==> src/rtl/jbcp_pkg.sv <==
// Package for the jagged block core partitioner.
// Holds widths, configuration register indexes, item types, controller states,
// datapath commands and the controller/datapath status struct. No dependencies.
package jbcp_pkg;

  // Field and internal widths.
  localparam int OFF_W      = 24;
  localparam int CORE_W     = 7;
  localparam int IDX_W      = 6;
  localparam int BL_W       = 11;
  localparam int HEAD_W     = 7;
  localparam int CNT_W      = 21;
  localparam int COST_W     = 22;
  localparam int POS_W      = 37;
  localparam int BLK_W      = 36;
  localparam int LOAD_W     = 56;
  localparam int SUM_W      = 64;
  localparam int P1_W       = 43;
  localparam int P2_W       = 49;
  localparam int DIVN_W     = 65;
  localparam int OFFN_W     = 25;
  localparam int DIV_CNT_W  = 7;
  localparam int CFG_IDX_W  = 2;
  localparam int CFG_DATA_W = 11;

  // Default sizes handed to the top level parameters.
  localparam int MAX_SEQUENCES_DEF = 1024;
  localparam int MAX_CORES_DEF     = 64;

  // Saturation limit of a stored block count.
  localparam logic [CNT_W-1:0] COUNT_MAX = '1;

  // Configuration register indexes.
  localparam logic [CFG_IDX_W-1:0] CFG_CORE_COUNT  = 2'd0;
  localparam logic [CFG_IDX_W-1:0] CFG_BLOCK_LEN   = 2'd1;
  localparam logic [CFG_IDX_W-1:0] CFG_HEAD_COUNT  = 2'd2;
  localparam logic [CFG_IDX_W-1:0] CFG_CAUSAL_MODE = 2'd3;

  // Configuration reset values.
  localparam logic [CORE_W-1:0] CORE_COUNT_RST = 7'd48;
  localparam logic [BL_W-1:0]   BLOCK_LEN_RST  = 11'd128;
  localparam logic [HEAD_W-1:0] HEAD_COUNT_RST = 7'd1;
  localparam logic              CAUSAL_RST     = 1'b1;

  typedef struct packed {
    logic [OFF_W-1:0] seq_offset;
    logic             last_offset;
  } in_item_t;

  typedef struct packed {
    logic [IDX_W-1:0]  core_index;
    logic [BLK_W-1:0]  start_block;
    logic [BLK_W-1:0]  end_block;
    logic [LOAD_W-1:0] core_load;
    logic              last_core;
  } out_item_t;

  typedef enum logic [4:0] {
    ST_IDLE,
    ST_OFF_DIV,
    ST_STORE,
    ST_AFTER,
    ST_SUM_INIT,
    ST_SUM_CHK,
    ST_SUM_RD,
    ST_SUM_MUL1,
    ST_SUM_MUL2,
    ST_SUM_ACC,
    ST_LIM_LOAD,
    ST_LIM_DIV,
    ST_WALK_INIT,
    ST_INIT_RD,
    ST_INIT_WR,
    ST_CORE_START,
    ST_TAKE,
    ST_LOAD_RD,
    ST_LOAD_WR,
    ST_EMIT
  } state_t;

  typedef enum logic [3:0] {
    OP_NOP,
    OP_ACCEPT,
    OP_DIV_STEP,
    OP_STORE,
    OP_SUM_INIT,
    OP_SUM_RD,
    OP_SUM_MUL1,
    OP_SUM_MUL2,
    OP_SUM_ACC,
    OP_LIM_LOAD,
    OP_WALK_INIT,
    OP_LOAD_RD,
    OP_LOAD_WR,
    OP_CORE_START,
    OP_TAKE,
    OP_EMIT
  } dp_op_t;

  typedef struct packed {
    dp_op_t op;
  } cmd_t;

  typedef struct packed {
    logic start_seen;
    logic last;
    logic div_last;
    logic sum_more;
    logic can_walk;
    logic take_ok;
    logic need_load;
    logic out_free;
    logic last_core;
  } status_t;

endpackage

==> src/rtl/jbcp_ctrl.sv <==
// Controller state machine of the partitioner: sequences offset intake, the
// work sum, the limit division and the per-core walk. Uses jbcp_pkg.
module jbcp_ctrl (
  input  logic              clk,
  input  logic              rst_n,
  input  logic              in_valid,
  output logic              in_ready,
  input  jbcp_pkg::status_t status,
  output jbcp_pkg::cmd_t    cmd
);

  jbcp_pkg::state_t state_r, state_nxt;

  // State register.
  always_ff @(posedge clk) begin
    if (!rst_n) begin
      state_r <= jbcp_pkg::ST_IDLE;
    end else begin
      state_r <= state_nxt;
    end
  end

  // Next state and datapath commands.
  always_comb begin
    state_nxt = state_r;
    cmd.op    = jbcp_pkg::OP_NOP;
    in_ready  = 1'b0;
    unique case (state_r)
      jbcp_pkg::ST_IDLE: begin
        // No transfer is taken while reset is held.
        in_ready = rst_n;
        if (in_valid && rst_n) begin
          cmd.op    = jbcp_pkg::OP_ACCEPT;
          state_nxt = status.start_seen ? jbcp_pkg::ST_OFF_DIV : jbcp_pkg::ST_AFTER;
        end
      end
      jbcp_pkg::ST_OFF_DIV: begin
        cmd.op = jbcp_pkg::OP_DIV_STEP;
        if (status.div_last) begin
          state_nxt = jbcp_pkg::ST_STORE;
        end
      end
      jbcp_pkg::ST_STORE: begin
        cmd.op    = jbcp_pkg::OP_STORE;
        state_nxt = jbcp_pkg::ST_AFTER;
      end
      jbcp_pkg::ST_AFTER: begin
        state_nxt = status.last ? jbcp_pkg::ST_SUM_INIT : jbcp_pkg::ST_IDLE;
      end
      jbcp_pkg::ST_SUM_INIT: begin
        cmd.op    = jbcp_pkg::OP_SUM_INIT;
        state_nxt = jbcp_pkg::ST_SUM_CHK;
      end
      jbcp_pkg::ST_SUM_CHK: begin
        state_nxt = status.sum_more ? jbcp_pkg::ST_SUM_RD : jbcp_pkg::ST_LIM_LOAD;
      end
      jbcp_pkg::ST_SUM_RD: begin
        cmd.op    = jbcp_pkg::OP_SUM_RD;
        state_nxt = jbcp_pkg::ST_SUM_MUL1;
      end
      jbcp_pkg::ST_SUM_MUL1: begin
        cmd.op    = jbcp_pkg::OP_SUM_MUL1;
        state_nxt = jbcp_pkg::ST_SUM_MUL2;
      end
      jbcp_pkg::ST_SUM_MUL2: begin
        cmd.op    = jbcp_pkg::OP_SUM_MUL2;
        state_nxt = jbcp_pkg::ST_SUM_ACC;
      end
      jbcp_pkg::ST_SUM_ACC: begin
        cmd.op    = jbcp_pkg::OP_SUM_ACC;
        state_nxt = jbcp_pkg::ST_SUM_CHK;
      end
      jbcp_pkg::ST_LIM_LOAD: begin
        cmd.op    = jbcp_pkg::OP_LIM_LOAD;
        state_nxt = jbcp_pkg::ST_LIM_DIV;
      end
      jbcp_pkg::ST_LIM_DIV: begin
        cmd.op = jbcp_pkg::OP_DIV_STEP;
        if (status.div_last) begin
          state_nxt = jbcp_pkg::ST_WALK_INIT;
        end
      end
      jbcp_pkg::ST_WALK_INIT: begin
        cmd.op    = jbcp_pkg::OP_WALK_INIT;
        state_nxt = status.can_walk ? jbcp_pkg::ST_INIT_RD : jbcp_pkg::ST_CORE_START;
      end
      jbcp_pkg::ST_INIT_RD: begin
        cmd.op    = jbcp_pkg::OP_LOAD_RD;
        state_nxt = jbcp_pkg::ST_INIT_WR;
      end
      jbcp_pkg::ST_INIT_WR: begin
        cmd.op    = jbcp_pkg::OP_LOAD_WR;
        state_nxt = jbcp_pkg::ST_CORE_START;
      end
      jbcp_pkg::ST_CORE_START: begin
        cmd.op    = jbcp_pkg::OP_CORE_START;
        state_nxt = jbcp_pkg::ST_TAKE;
      end
      jbcp_pkg::ST_TAKE: begin
        if (status.take_ok) begin
          cmd.op    = jbcp_pkg::OP_TAKE;
          state_nxt = status.need_load ? jbcp_pkg::ST_LOAD_RD : jbcp_pkg::ST_TAKE;
        end else begin
          state_nxt = jbcp_pkg::ST_EMIT;
        end
      end
      jbcp_pkg::ST_LOAD_RD: begin
        cmd.op    = jbcp_pkg::OP_LOAD_RD;
        state_nxt = jbcp_pkg::ST_LOAD_WR;
      end
      jbcp_pkg::ST_LOAD_WR: begin
        cmd.op    = jbcp_pkg::OP_LOAD_WR;
        state_nxt = jbcp_pkg::ST_TAKE;
      end
      jbcp_pkg::ST_EMIT: begin
        if (status.out_free) begin
          cmd.op    = jbcp_pkg::OP_EMIT;
          state_nxt = status.last_core ? jbcp_pkg::ST_IDLE : jbcp_pkg::ST_CORE_START;
        end
      end
      default: begin
        state_nxt = jbcp_pkg::ST_IDLE;
      end
    endcase
  end

endmodule

==> config.mk <==
export PLATFORM = sky130hd
export DESIGN_NAME = jbcp_ctrl
export DESIGN_NICKNAME = d
export VERILOG_FILES = /design/src/rtl/jbcp_pkg.sv /design/src/rtl/jbcp_ctrl.sv
export SDC_FILE = /design/constraint.sdc
export NUM_CORES = 1
export LEC_CHECK = 0
export ABC_CLOCK_PERIOD_IN_PS = 2450
export BUFFER_PORTS_ARGS = -buffer_cell sky130_fd_sc_hd__buf_2
export CORE_ASPECT_RATIO = 1.2
export CORE_MARGIN = 1
export CORE_UTILIZATION = 50
export CTS_BUF_LIST = sky130_fd_sc_hd__clkbuf_8
export DETAILED_ROUTE_END_ITERATION = 12
export GPL_ROUTABILITY_DRIVEN = 0
export MAX_ROUTING_LAYER = met4
export PLACE_DENSITY = 0.74
export SYNTH_ARGS = -nofsm -noshare
export SYNTH_HDL_FRONTEND = slang
export SYNTH_SLANG_ARGS = --single-unit
==> constraint.sdc <==
create_clock -name clk -period 2.45 [get_ports clk]
set_clock_uncertainty 0.15 [all_clocks]
set_input_delay 0.49 -clock clk [delete_from_list [all_inputs] [get_ports clk]]
set_output_delay 0.49 -clock clk [all_outputs]
set_load 0.02 [all_outputs]
==> results.md, run 1 <==
- The register with the most flip-flops in the final layout is state_r.
- The number of nets handed over by synthesis was 119.
- The tightest slew margin relative to the limit is 74.0%.
- The post-CTS setup buffer count is 0.
- The placed cell area is 840 um2.
- The number of flip-flops in the largest register is 5.
- Setup repair after global routing could not meet its margin everywhere.
- The final standard cell utilization of the core is 61.0%.
- The critical path start-end classification is reg -> out.
- The area of all placed cells without fillers is 893 um2.
- The cell accounting for the most synthesized area is sky130_fd_sc_hd__dfxtp_1.
- The flow ran to the end, and the final reports show no timing, DRC or antenna violations.
- The length of the first detailed-routing pass in iterations is 4.
- The clock reaches the later pin of the worst-skew pair after 230 ps.
- The largest registers in the layout are state_r (5).
- The library cells used most frequently in the layout, excluding fill and tap cells, are sky130_fd_sc_hd__buf_2 (16), sky130_fd_sc_hd__o21ai_0 (12), sky130_fd_sc_hd__a21oi_1 (9).
- The number of max-capacitance violations reported is 0.
- The capturing element type of the critical path is a primary output.
- After synthesis, the share of cell area in mux cells is 3.96%.
- The analysis attributes to cell leakage a power of 0.000363 uW.
- The arrival time of the worst setup path is 1690 ps.
- The final hold violation count is 0.
- After synthesis, the largest family of logic cells by area is compound AO/OA/AOI/OAI gates.
- The number of max-slew violations in the final report is 0.
- The number of distinct standard cells referenced by the synthesized netlist is 43.
- For the worst setup path, the data required time is 1810 ps.
- In this run the worst path has a maximum fanout of 10.
- The number of clock sinks is 5.
- In the final layout, the multi-input gates occupy 571 um2.
- The top cell type's share of synthesized area is 12.7%.
- The fraction of the cycle the final worst path needs is 95.3%.
- The setup TNS is 0 ps.
- The count of endpoints failing setup in the final report is 0.
- For this block, the initial DRC count from the detailed router was 16.
- TritonCTS built the clock tree.
- The detailed placer's ending HPWL is 1430 um.
- Summing the sequential cell areas from Yosys gives 12.7% of the chip area.
- After Yosys synthesis, and, or, nand and nor cells account for 27.3% of the synthesized area.
- The met2 track demand over resource is 43.7%.
- The area of the core is 1460 um2.
- In this run the number of H-tree levels came out at 1.
- 0 antenna diodes ended up in the layout.
- The top-level I/O count is 17.
- The library cell used most frequently in the layout, excluding fill and tap cells, is sky130_fd_sc_hd__buf_2.
- After global routing the overflow that remains totals 0.
- The power per unit of standard cell area is 474 nW/um2.
- The slew of the pin with the lowest slew margin is 387 ps.
- Across all layers, the routed design uses 850 vias.
- The die is 38.3 um wide.
- For this run, the number of Yosys warnings is 0.
- The layer flagged by global routing as most heavily used is met2.
- The maximum number of pins on one net before global-route repair is 23.
- Gates resized during post-CTS repair numbered 1.
- Global routing consumed, on the met1 layer, 33.8% of the routing resources.
- The final net count is 136.
- In the post-synthesis netlist, the biggest area contributors are sky130_fd_sc_hd__dfxtp_1 (13%), sky130_fd_sc_hd__clkbuf_8 (8.7%), sky130_fd_sc_hd__o21ai_0 (7.6%).
- The vias per cell is 6.07.
- The remaining number of nets flagged by the antenna check after routing is 0.
- Counting along the longest clock path gives a buffer depth of 2.
- Synthesis produced 107 cells.
- The highest ir drop seen on vdd is 0.336 mV.
- The number of fillers in the final layout is 141.
- STA classifies the critical path startpoint as a flip-flop.
- The buffer cell driving the clock tree root is sky130_fd_sc_hd__clkbuf_8.
- The starting utilization of the core area is 53.9%.
- After synthesis the netlist holds a flip-flop and latch count of 5.
- The number of buffers inserted by port buffering is 16.
- The initialized floorplan defines 15 standard-cell rows.
- Based on the critical path, the design can be clocked at up to 0.428 GHz.
- The fraction of the mapped netlist area in adder cells is 0%.
- The share of post-route cells with drive strength above 1 is 30.1%.
- Across the whole layout, storage elements account for 101 um2.
- After Yosys synthesis, XOR and XNOR cells account for 2.22% of the synthesized area.
- The floorplan step defined a die boundary enclosing 1740 um2.
- The number of antenna violations at the first check in global routing came to 0.
- The synthesis-to-layout area growth is 13.2%.
- The mean cell area of the mapped netlist is 7.38 um2.
- The clock-pin slew reported for the worst setup and hold paths after clock tree synthesis is 40 ps.
- The number of hold buffers added after CTS is 0.
- The per-cell routed wire length is 14.1 um.
- The clock period minus worst slack is 2330 ps.
- Summing the areas of all compound-gate instances in the mapped netlist gives 38.4% of the synthesized area.
- The via count of the first global-routing pass is 768.
- The vertical die dimension is 45.5 um.
- TritonCTS created 3 clock buffers.
- In the global route stage, met3 resource usage came out at 5.88%.
- The total wirelength of the detailed-routed design is 1970 um.
- The tightest min-delay check is of the in -> reg type.
- The design draws 423 uW.
- The first global-routing pass estimated 3260 um of wire.
- For this run, the total global-route usage over all layers was measured as 27.0%.
- The netlist area before placement is 790 um2.
- The DRC violation count after routing is 0.
## worst max-delay path: stages, from the launching register on
cell	delay [ps]
sky130_fd_sc_hd__dfxtp_1	340
sky130_fd_sc_hd__buf_6	150
sky130_fd_sc_hd__or3b_2	480
sky130_fd_sc_hd__a21oi_2	150
sky130_fd_sc_hd__a21oi_1	40
sky130_fd_sc_hd__o21ai_0	130
sky130_fd_sc_hd__buf_2	180
## kinds of logic after synthesis
kind of cell / count (synthesis)
xor+xnor: 2
flops: 5
simple gates: 37
compound gates: 44
buf+inv: 16
mux: 3
## routing by layer
metal / wire (um) / up-vias
li1: - / 431
met2: 972 / 23
met5: 0 / -
met1: 900 / 393
met4: 24 / 0
met3: 70 / 3
## where the power goes
| part | switching [uW] | leakage (uW) | internal [uW] |
|---|---|---|---|
| logic | 98.2 | 0.000295 | 70.9 |
| registers | 11.6 | 0.0000411 | 87.8 |
| clock network | 46.7 | 0.0000269 | 108 |
| total | 157 | 0.000363 | 267 |
## cells in the mapped netlist (all sizes together)
library cell,instances
o21ai,12
a21oi,11
clkbuf,7
nand2,6
nor2,6
dfxtp,5
inv,5
nand2b,5
a211oi,4
buf,4
nand3,4
nor3,4
a31oi,3
or3b,3
a211o,2
mux2i,2
nor2b,2
nor3b,2
o21a,2
o32a,2
xor2,2
a21boi,1
a21o,1
a22oi,1
and3,1
mux2,1
nand3b,1
nand4,1
nor4,1
o2111ai,1
o22a,1
o22ai,1
o2bb2ai,1
o311ai,1
or4b,1
## layout make-up
| class | instances | share of cell area [%] |
|---|---|---|
| clock buffers | 3 | 4.62 |
| multi-input cells | 86 | 63.9 |
| flip-flops and latches | 5 | 11.3 |
| clock inverters | 1 | 0.420 |
| repair buffers | 23 | 15.3 |
| well taps | 17 | 2.38 |
| inverters | 5 | 2.10 |
## through the flow
| stage | std cells | hold WS, ps | setup slack, ps |
|---|---|---|---|
| global route | 140 | 413 | -16.0 |
| floorplan | 107 | 449 | 75.1 |
| global placement | 136 | 575 | 261 |
| CTS | 140 | 403 | 90.4 |
| finish | 140 | 403 | 116 |
| detailed placement | 136 | 591 | 224 |
## final timing paths
path	startpoint	cells after the start	to	slack, ps
worst max-delay path	state_r[3]	6	cmd[2]	120
worst min-delay path	rst_n	3	state_r[0]	400
worst max register to register	state_r[3]	6	state_r[1]	500
worst min register to register	state_r[4]	3	state_r[0]	600
Note: power is estimated with default switching activity, not from simulation.
==> run 2: changes to the inputs <==
- SETUP_SLACK_MARGIN: unset -> 0.15
==> run 2 against run 1 <==
Net effect:
- clock-buffer cell count did not move
- worst setup slack improved by 89 ps
- register-to-register slack got worse by 100 ps
- critical path type unchanged
- highest routed layer unchanged
==> results.md, run 2 (synthesis results as in run 1) <==
- The worst setup slack before clock tree synthesis came to 239 ps (+15.0 ps).
- The initial detailed-routing violation count is 15 (-1).
- The via count of the first global-routing pass is 790 (+2.9%).
- The tightest slew margin relative to the limit was 73.4% (-0.55 points).
- The global router's overall resource usage is 29.4% (+2.3 points).
- The routed via count is 900 (+5.9%).
- The final standard cell utilization of the core is 65.6% (+4.6 points).
- The clock insertion delay at the later pin of the skew report is 220 ps (about the same).
- The highest ir drop seen on vdd was 0.242 mV (-28%).
- The number of rows in the core area is 15 (unchanged).
- The number of fillers in the final layout is 118 (-16%).
- The min-delay analysis places its worst path in the category in -> reg.
- The peak clock frequency supported by timing is 0.445 GHz (+4.0%).
- The share of post-route cells with drive strength above 1 is 35.2% (+5.1 points).
- The area enclosed by the die boundary is 1740 um2 (unchanged).
- The setup TNS is 0 ps (unchanged).
- The first-pass GRT wire length is 3560 um (+9.1%).
- The TritonCTS clock tree is yes.
- The area growth from synthesis to layout is 21.7%.
- The antenna cell count is 0 (unchanged).
- The worst hold path depth is 3 (unchanged).
- The number of max-capacitance violations reported is 0 (unchanged).
- The multi-input combinational cell area came to 589 um2 (+3.3%).
- The global-route congestion overflow total is 0 (unchanged).
- The length of the first detailed-routing pass in iterations came to 4 (unchanged).
- The vertical die dimension came to 45.5 um (unchanged).
- The final net count was 141 (+3.7%).
- The signal on the critical path passes through buf_6, or3b_4, a21oi_4, o21ai_2, o21ai_1, buf_4.
- The largest stage delay on the critical path is 420 ps (-60 ps).
- The number of antenna violations at the first check in global routing was 0 (unchanged).
- The buffer levels on the longest clock path came to 2 (unchanged).
- Clock tree synthesis selected as its root buffer the cell sky130_fd_sc_hd__clkbuf_8.
- The clock period minus worst slack was 2250 ps (-88.9 ps).
- The run finished with clean final reports.
- The slew of the pin with the lowest slew margin came to 398 ps (+10.9 ps).
- The top-level I/O count is 17 (unchanged).
- The DRC violation count after routing is 0 (unchanged).
- The clock-pin slew reported for the worst setup and hold paths after clock tree synthesis is 40 ps (about the same).
- The area of the core was 1460 um2 (unchanged).
- The number of hold buffers added after CTS is 0 (unchanged).
- The per-cell routed wire length is 15.4 um (+9.5%).
- The required time of the critical path came to 1810 ps (about the same).
- The register with the most flip-flops is state_r.
- The number of clock sinks is 5 (unchanged).
- STA classifies the critical path startpoint as a flip-flop.
- The total leakage power is 0.000399 uW (+9.9%).
- Setup repair after global routing could not meet its margin everywhere.
- The total area of sequential cells came to 108 um2 (+6.2%).
- The least setup slack across all paths after layout is 205 ps (+88.9 ps).
- The number of max-slew violations in the final report came to 0 (unchanged).
- The count of endpoints failing setup in the final report is 0 (unchanged).
- The power per unit of standard cell area was 448 nW/um2 (-5.4%).
- The remaining number of nets flagged by the antenna check after routing is 0 (unchanged).
- The final hold violation count came to 0 (unchanged).
- The number of flip-flops in the largest register was 5 (unchanged).
- The starting utilization of the core area is 53.9% (unchanged).
- The die width was 38.3 um (unchanged).
- The peak fanout along the critical path came to 6 (-4).
- The total wirelength of the detailed-routed design is 2230 um (+13%).
- The largest registers in the layout are state_r (5).
- The capturing element type of the critical path is a primary output.
- The detailed placer's ending HPWL came to 1470 um (+2.9%).
- The vias per cell came to 6.21 (+2.2%).
- The critical path in this run is classified as reg -> out.
- In the layout the commonest cells are sky130_fd_sc_hd__buf_2 (14), sky130_fd_sc_hd__buf_4 (13), sky130_fd_sc_hd__o21ai_0 (10).
- The arrival time of the worst setup path is 1610 ps (-80 ps).
- Among all stages on the critical path, the largest delay is contributed by sky130_fd_sc_hd__or3b_4.
- Leaving out fill and tap cells, the most frequent cell in the layout is sky130_fd_sc_hd__buf_2.
- The number of buffers inserted by port buffering came to 16 (unchanged).
- The maximum number of pins on one net before global-route repair is 23 (unchanged).
- The fraction of the cycle the final worst path needs is 91.6% (-3.6 points).
- The H-tree depth was 1 (unchanged).
- The path depth of the worst reg2reg path is 6 (unchanged).
- The total clock buffers created by CTS is 3 (unchanged).
## run 2: cell count changes in the layout (fill, tap and decap cells not counted), sizes merged
cell | before | now
buf | 23 | 28
## run 2: worst paths after layout
check	from	slack (ps)	to
hold reg to reg	state_r[4]	610	state_r[0]
setup / recovery	state_r[3]	200	cmd[0]
hold / removal	rst_n	420	state_r[0]
setup reg to reg	state_r[3]	400	state_r[1]
## run 2: area by class of cell
class	instances	area share, %
Sequential cell	5	11.2
Timing Repair Buffer	28	18.6
Tap cell	17	2.21
Clock buffer	3	4.30
Clock inverter	1	0.391
Inverter	5	1.95
Multi-Input combinational cell	86	61.3
## run 2: repair_timing
action / in CTS / in global routing
setup endpoints to repair: 3 / 3
resized for setup: 5 / 9
hold endpoints to repair: 0 / 0
pin swaps: 0 / 3
buffers inserted: 0 / 4
## run 2: worst max-delay path: cells and delay by family, from the launching register on
family,cells,cell delay (ps)
AND/OR/NAND/NOR,1,420
AO/OA/AOI/OAI,3,340
buffers and inverters,2,270
flip-flops,1,350
## run 2: routing by layer
layer	routed length (um)	global-route usage (%)	share of wire, %
met1	971	36.4	44
met2	1100	46.4	49
met3	124	4.90	5.6
met4	38	12.1	1.7
met5	0	-	0
## run 2: metrics by stage
step / cells / power, uW / hold slack, ps / area, um2
2_1_floorplan: 107 / 236 / 449 / 790
3_3_place_gp: 137 / 266 / 586 / 847
3_5_place_dp: 137 / 269 / 603 / 847
4_1_cts: 141 / 422 / 418 / 901
5_1_grt: 145 / 457 / 427 / 961
6_report: 145 / 431 / 422 / 961
## run 2: power by group
group | total [uW] | internal (uW) | switching [uW]
Combinational | 181 | 76.1 | 105
Clock | 151 | 108 | 43.6
Sequential | 98.5 | 85.7 | 12.7
==> run 3: changes to the inputs <==
- ABC_CLOCK_PERIOD_IN_PS: 2450 -> 2100
- CORE_ASPECT_RATIO: 1.2 -> unset
- clock period: 2.45 -> 2.1 ns (I/O delays scaled with it)
==> run 3 against run 2 <==
Net effect:
- worst setup slack lost 180 ps
- sequential power is 16% higher
- first-iteration DRC count increased by 60%
- non-clock buffer count increased by 8
- power up 26%
- die area is essentially flat
- wire length up 9.5%
- combinational power is 39% higher
- final cell count grew 4.1%
- register-to-register slack got worse by 220 ps
- critical path type unchanged
==> results.md, run 3 (synthesis results as in run 1) <==
- The total leakage power is 0.000452 uW (+13%).
- The via count of the first global-routing pass was 828 (+4.8%).
- The total clock buffers created by CTS is 3 (unchanged).
- The routed via count was 974 (+8.2%).
- The least setup slack across all paths after layout was 22.8 ps (-182 ps).
- The number of max-slew violations in the final report was 0 (unchanged).
- The clock period minus worst slack is 2080 ps.
- The global router's overall resource usage is 28.2% (-1.1 points).
- The highest ir drop seen on vdd is 0.562 mV (+130%).
- The power per unit of standard cell area is 519 nW/um2 (+16%).
- The number of max-capacitance violations reported came to 0 (unchanged).
- The number of flip-flops in the largest register is 5 (unchanged).
- The arrival time of the worst setup path came to 1510 ps (-100 ps).
- The H-tree depth is 1 (unchanged).
- The tightest slew margin relative to the limit came to 71.9% (-1.5 points).
- The starting utilization of the core area is 57.1% (+3.2 points).
- The area of all placed cells without fillers is 1050 um2 (+9.0%).
- The power share of the clock group came to 32.8% (-2.3 points).
- The peak fanout along the critical path is 5 (-1).
- The top-level I/O count is 17 (unchanged).
- The antenna cell count is 0 (unchanged).
- The vias per cell is 6.45 (+3.9%).
- The clock-pin slew reported for the worst setup and hold paths after clock tree synthesis is 40 ps (about the same).
- The initial detailed-routing violation count is 24 (+9).
- The length of the first detailed-routing pass in iterations came to 4 (unchanged).
- The vertical die dimension is 41.7 um (-8.3%).
- The die width came to 41.7 um (+9.0%).
- The slew of the pin with the lowest slew margin came to 418 ps (+19.8 ps).
- The per-cell routed wire length is 16.2 um (+5.2%).
- The number of antenna violations at the first check in global routing is 0 (unchanged).
- The final net count was 149 (+5.7%).
- The multi-input combinational cell area is 604 um2 (+2.5%).
- The number of fillers in the final layout is 99 (-16%).
- The TritonCTS clock tree is yes.
- The placed cell area is 893 um2 (+5.5%).
- The final hold violation count is 0 (unchanged).
- Setup repair after global routing could not meet its margin everywhere.
- The library cells used most frequently in the layout, excluding fill and tap cells, are sky130_fd_sc_hd__buf_4 (19), sky130_fd_sc_hd__buf_2 (13), sky130_fd_sc_hd__a21oi_1 (8), sky130_fd_sc_hd__o21ai_0 (8).
- The capturing element type of the critical path is a primary output.
- Dividing the final minimum period by the clock period gives 98.9%.
- The area enclosed by the die boundary is 1740 um2 (about the same).
- The total area of sequential cells is 108 um2 (unchanged).
- The DRC violation count after routing is 0 (unchanged).
- The maximum number of pins on one net before global-route repair came to 11 (-52%).
- The worst setup slack before clock tree synthesis came to 126 ps (-113 ps).
- The number of clock sinks is 5 (unchanged).
- The number of hold buffers added after CTS is 0 (unchanged).
- In the final layout, the registers with the most flip-flops are state_r (5).
- The share of post-route cells with drive strength above 1 is 43.4% (+8.2 points).
- The fraction of power consumed by combinational cells is 46.3% (+4.3 points).
- For this run, the top clock speed supported by timing is 0.481 GHz.
- The flow ran to the end, and the final reports show no timing, DRC or antenna violations.
- The register with the most flip-flops is state_r.
- The path category of the worst min-delay check is in -> reg.
- The switching power is 201 uW (+25%).
- The setup TNS is 0 ps (unchanged).
- The relative contribution of sequential cells to total power was 20.9% (-2.0 points).
- The area of the core is 1380 um2 (-5.6%).
- The internal power of the cells is 342 uW (+27%).
- The number of buffers inserted by port buffering is 16 (unchanged).
- The worst setup path is launched from a flip-flop.
- The count of endpoints failing setup in the final report was 0 (unchanged).
- The required time of the critical path is 1530 ps (-280 ps).
- The global-route congestion overflow total was 0 (unchanged).
- The critical path start-end classification is reg -> out.
- Compared with the post-synthesis result, the final layout area differs by 32.6%.
- The buffer levels on the longest clock path is 2 (unchanged).
- The clock insertion delay at the later pin of the skew report came to 230 ps (about the same).
- The remaining number of nets flagged by the antenna check after routing is 0 (unchanged).
- The library cell used most frequently in the layout, excluding fill and tap cells, is sky130_fd_sc_hd__buf_4.
- The root buffer cell chosen for the clock tree is sky130_fd_sc_hd__clkbuf_8.
- The number of rows in the core area is 13 (-2).
- The total wirelength of the detailed-routed design is 2440 um (+9.5%).
- The detailed placer's ending HPWL was 1630 um (+11%).
- The first-pass GRT wire length was 3710 um (+4.1%).
- The proportion of total power due to net switching is 37.0% (-0.42 points).
run 3: cell types whose count changed in the layout (fill, tap and decap cells not counted), moves of 2 or more:
| cell | delta |
|---|---|
| sky130_fd_sc_hd__a21oi_2 | +2 |
| sky130_fd_sc_hd__buf_4 | +6 |
| sky130_fd_sc_hd__buf_6 | +3 |
| sky130_fd_sc_hd__dfxtp_1 | -2 |
| sky130_fd_sc_hd__dfxtp_2 | +3 |
| sky130_fd_sc_hd__o21ai_0 | -2 |
run 3: final timing paths:
check	startpoint	end	slack (ps)	depth (start not counted)
worst max register to register	state_r[3]	state_r[1]	180	6
worst max-delay path	state_r[3]	cmd[0]	20	6
worst min register to register	state_r[0]	state_r[2]	580	3
worst min-delay path	rst_n	state_r[4]	340	2
run 3: through the flow:
step                      utilization, %  hold WS, ps  total power, uW  instances
after floorplan                        -          379              277        107
after global placement              64.6          559              328        140
after detailed placement            64.6          550              332        140
after CTS                           74.6          338              533        150
after global routing                75.7          347              580        151
final                               75.7          344              544        151
run 3: critical path: stages, from the launching register on:
cell and delay, ps:
sky130_fd_sc_hd__dfxtp_2 330, sky130_fd_sc_hd__buf_6 140, sky130_fd_sc_hd__or3b_4 370, sky130_fd_sc_hd__a21oi_2 150, sky130_fd_sc_hd__o21ai_2 70, sky130_fd_sc_hd__o21ai_1 70
sky130_fd_sc_hd__buf_4 150
run 3: final cells by class:
cell class	instances	share of cell area, %
Clock inverter	1	0.358
Sequential cell	5	10.3
Tap cell	15	1.79
Inverter	5	1.79
Timing Repair Buffer	36	24.1
Multi-Input combinational cell	86	57.7
Clock buffer	3	3.94
run 3: what timing repair did:
item	in CTS	in global routing
setup endpoints to repair	6	6
cloned	1	0
gates resized for setup	20	3
pin swaps	4	5
buffers inserted	5	1
run 3: layer usage:
metal  part of all wire [%]  vias to the layer above  track usage (%)
met2                     47                       45             45.0
met4                    2.7                        0             10.3
met3                    6.4                       12             6.52
met5                      0                        -                -
met1                     43                      464             34.6
li1                       -                      453                -
run 3: power by group through the flow:
stage	sequential (uW)	clock [uW]	combinational [uW]
floorplan	108	0	168
global placement	113	0	215
detailed placement	113	0	219
CTS	112	179	242
global route	113	193	274
finish	114	178	252
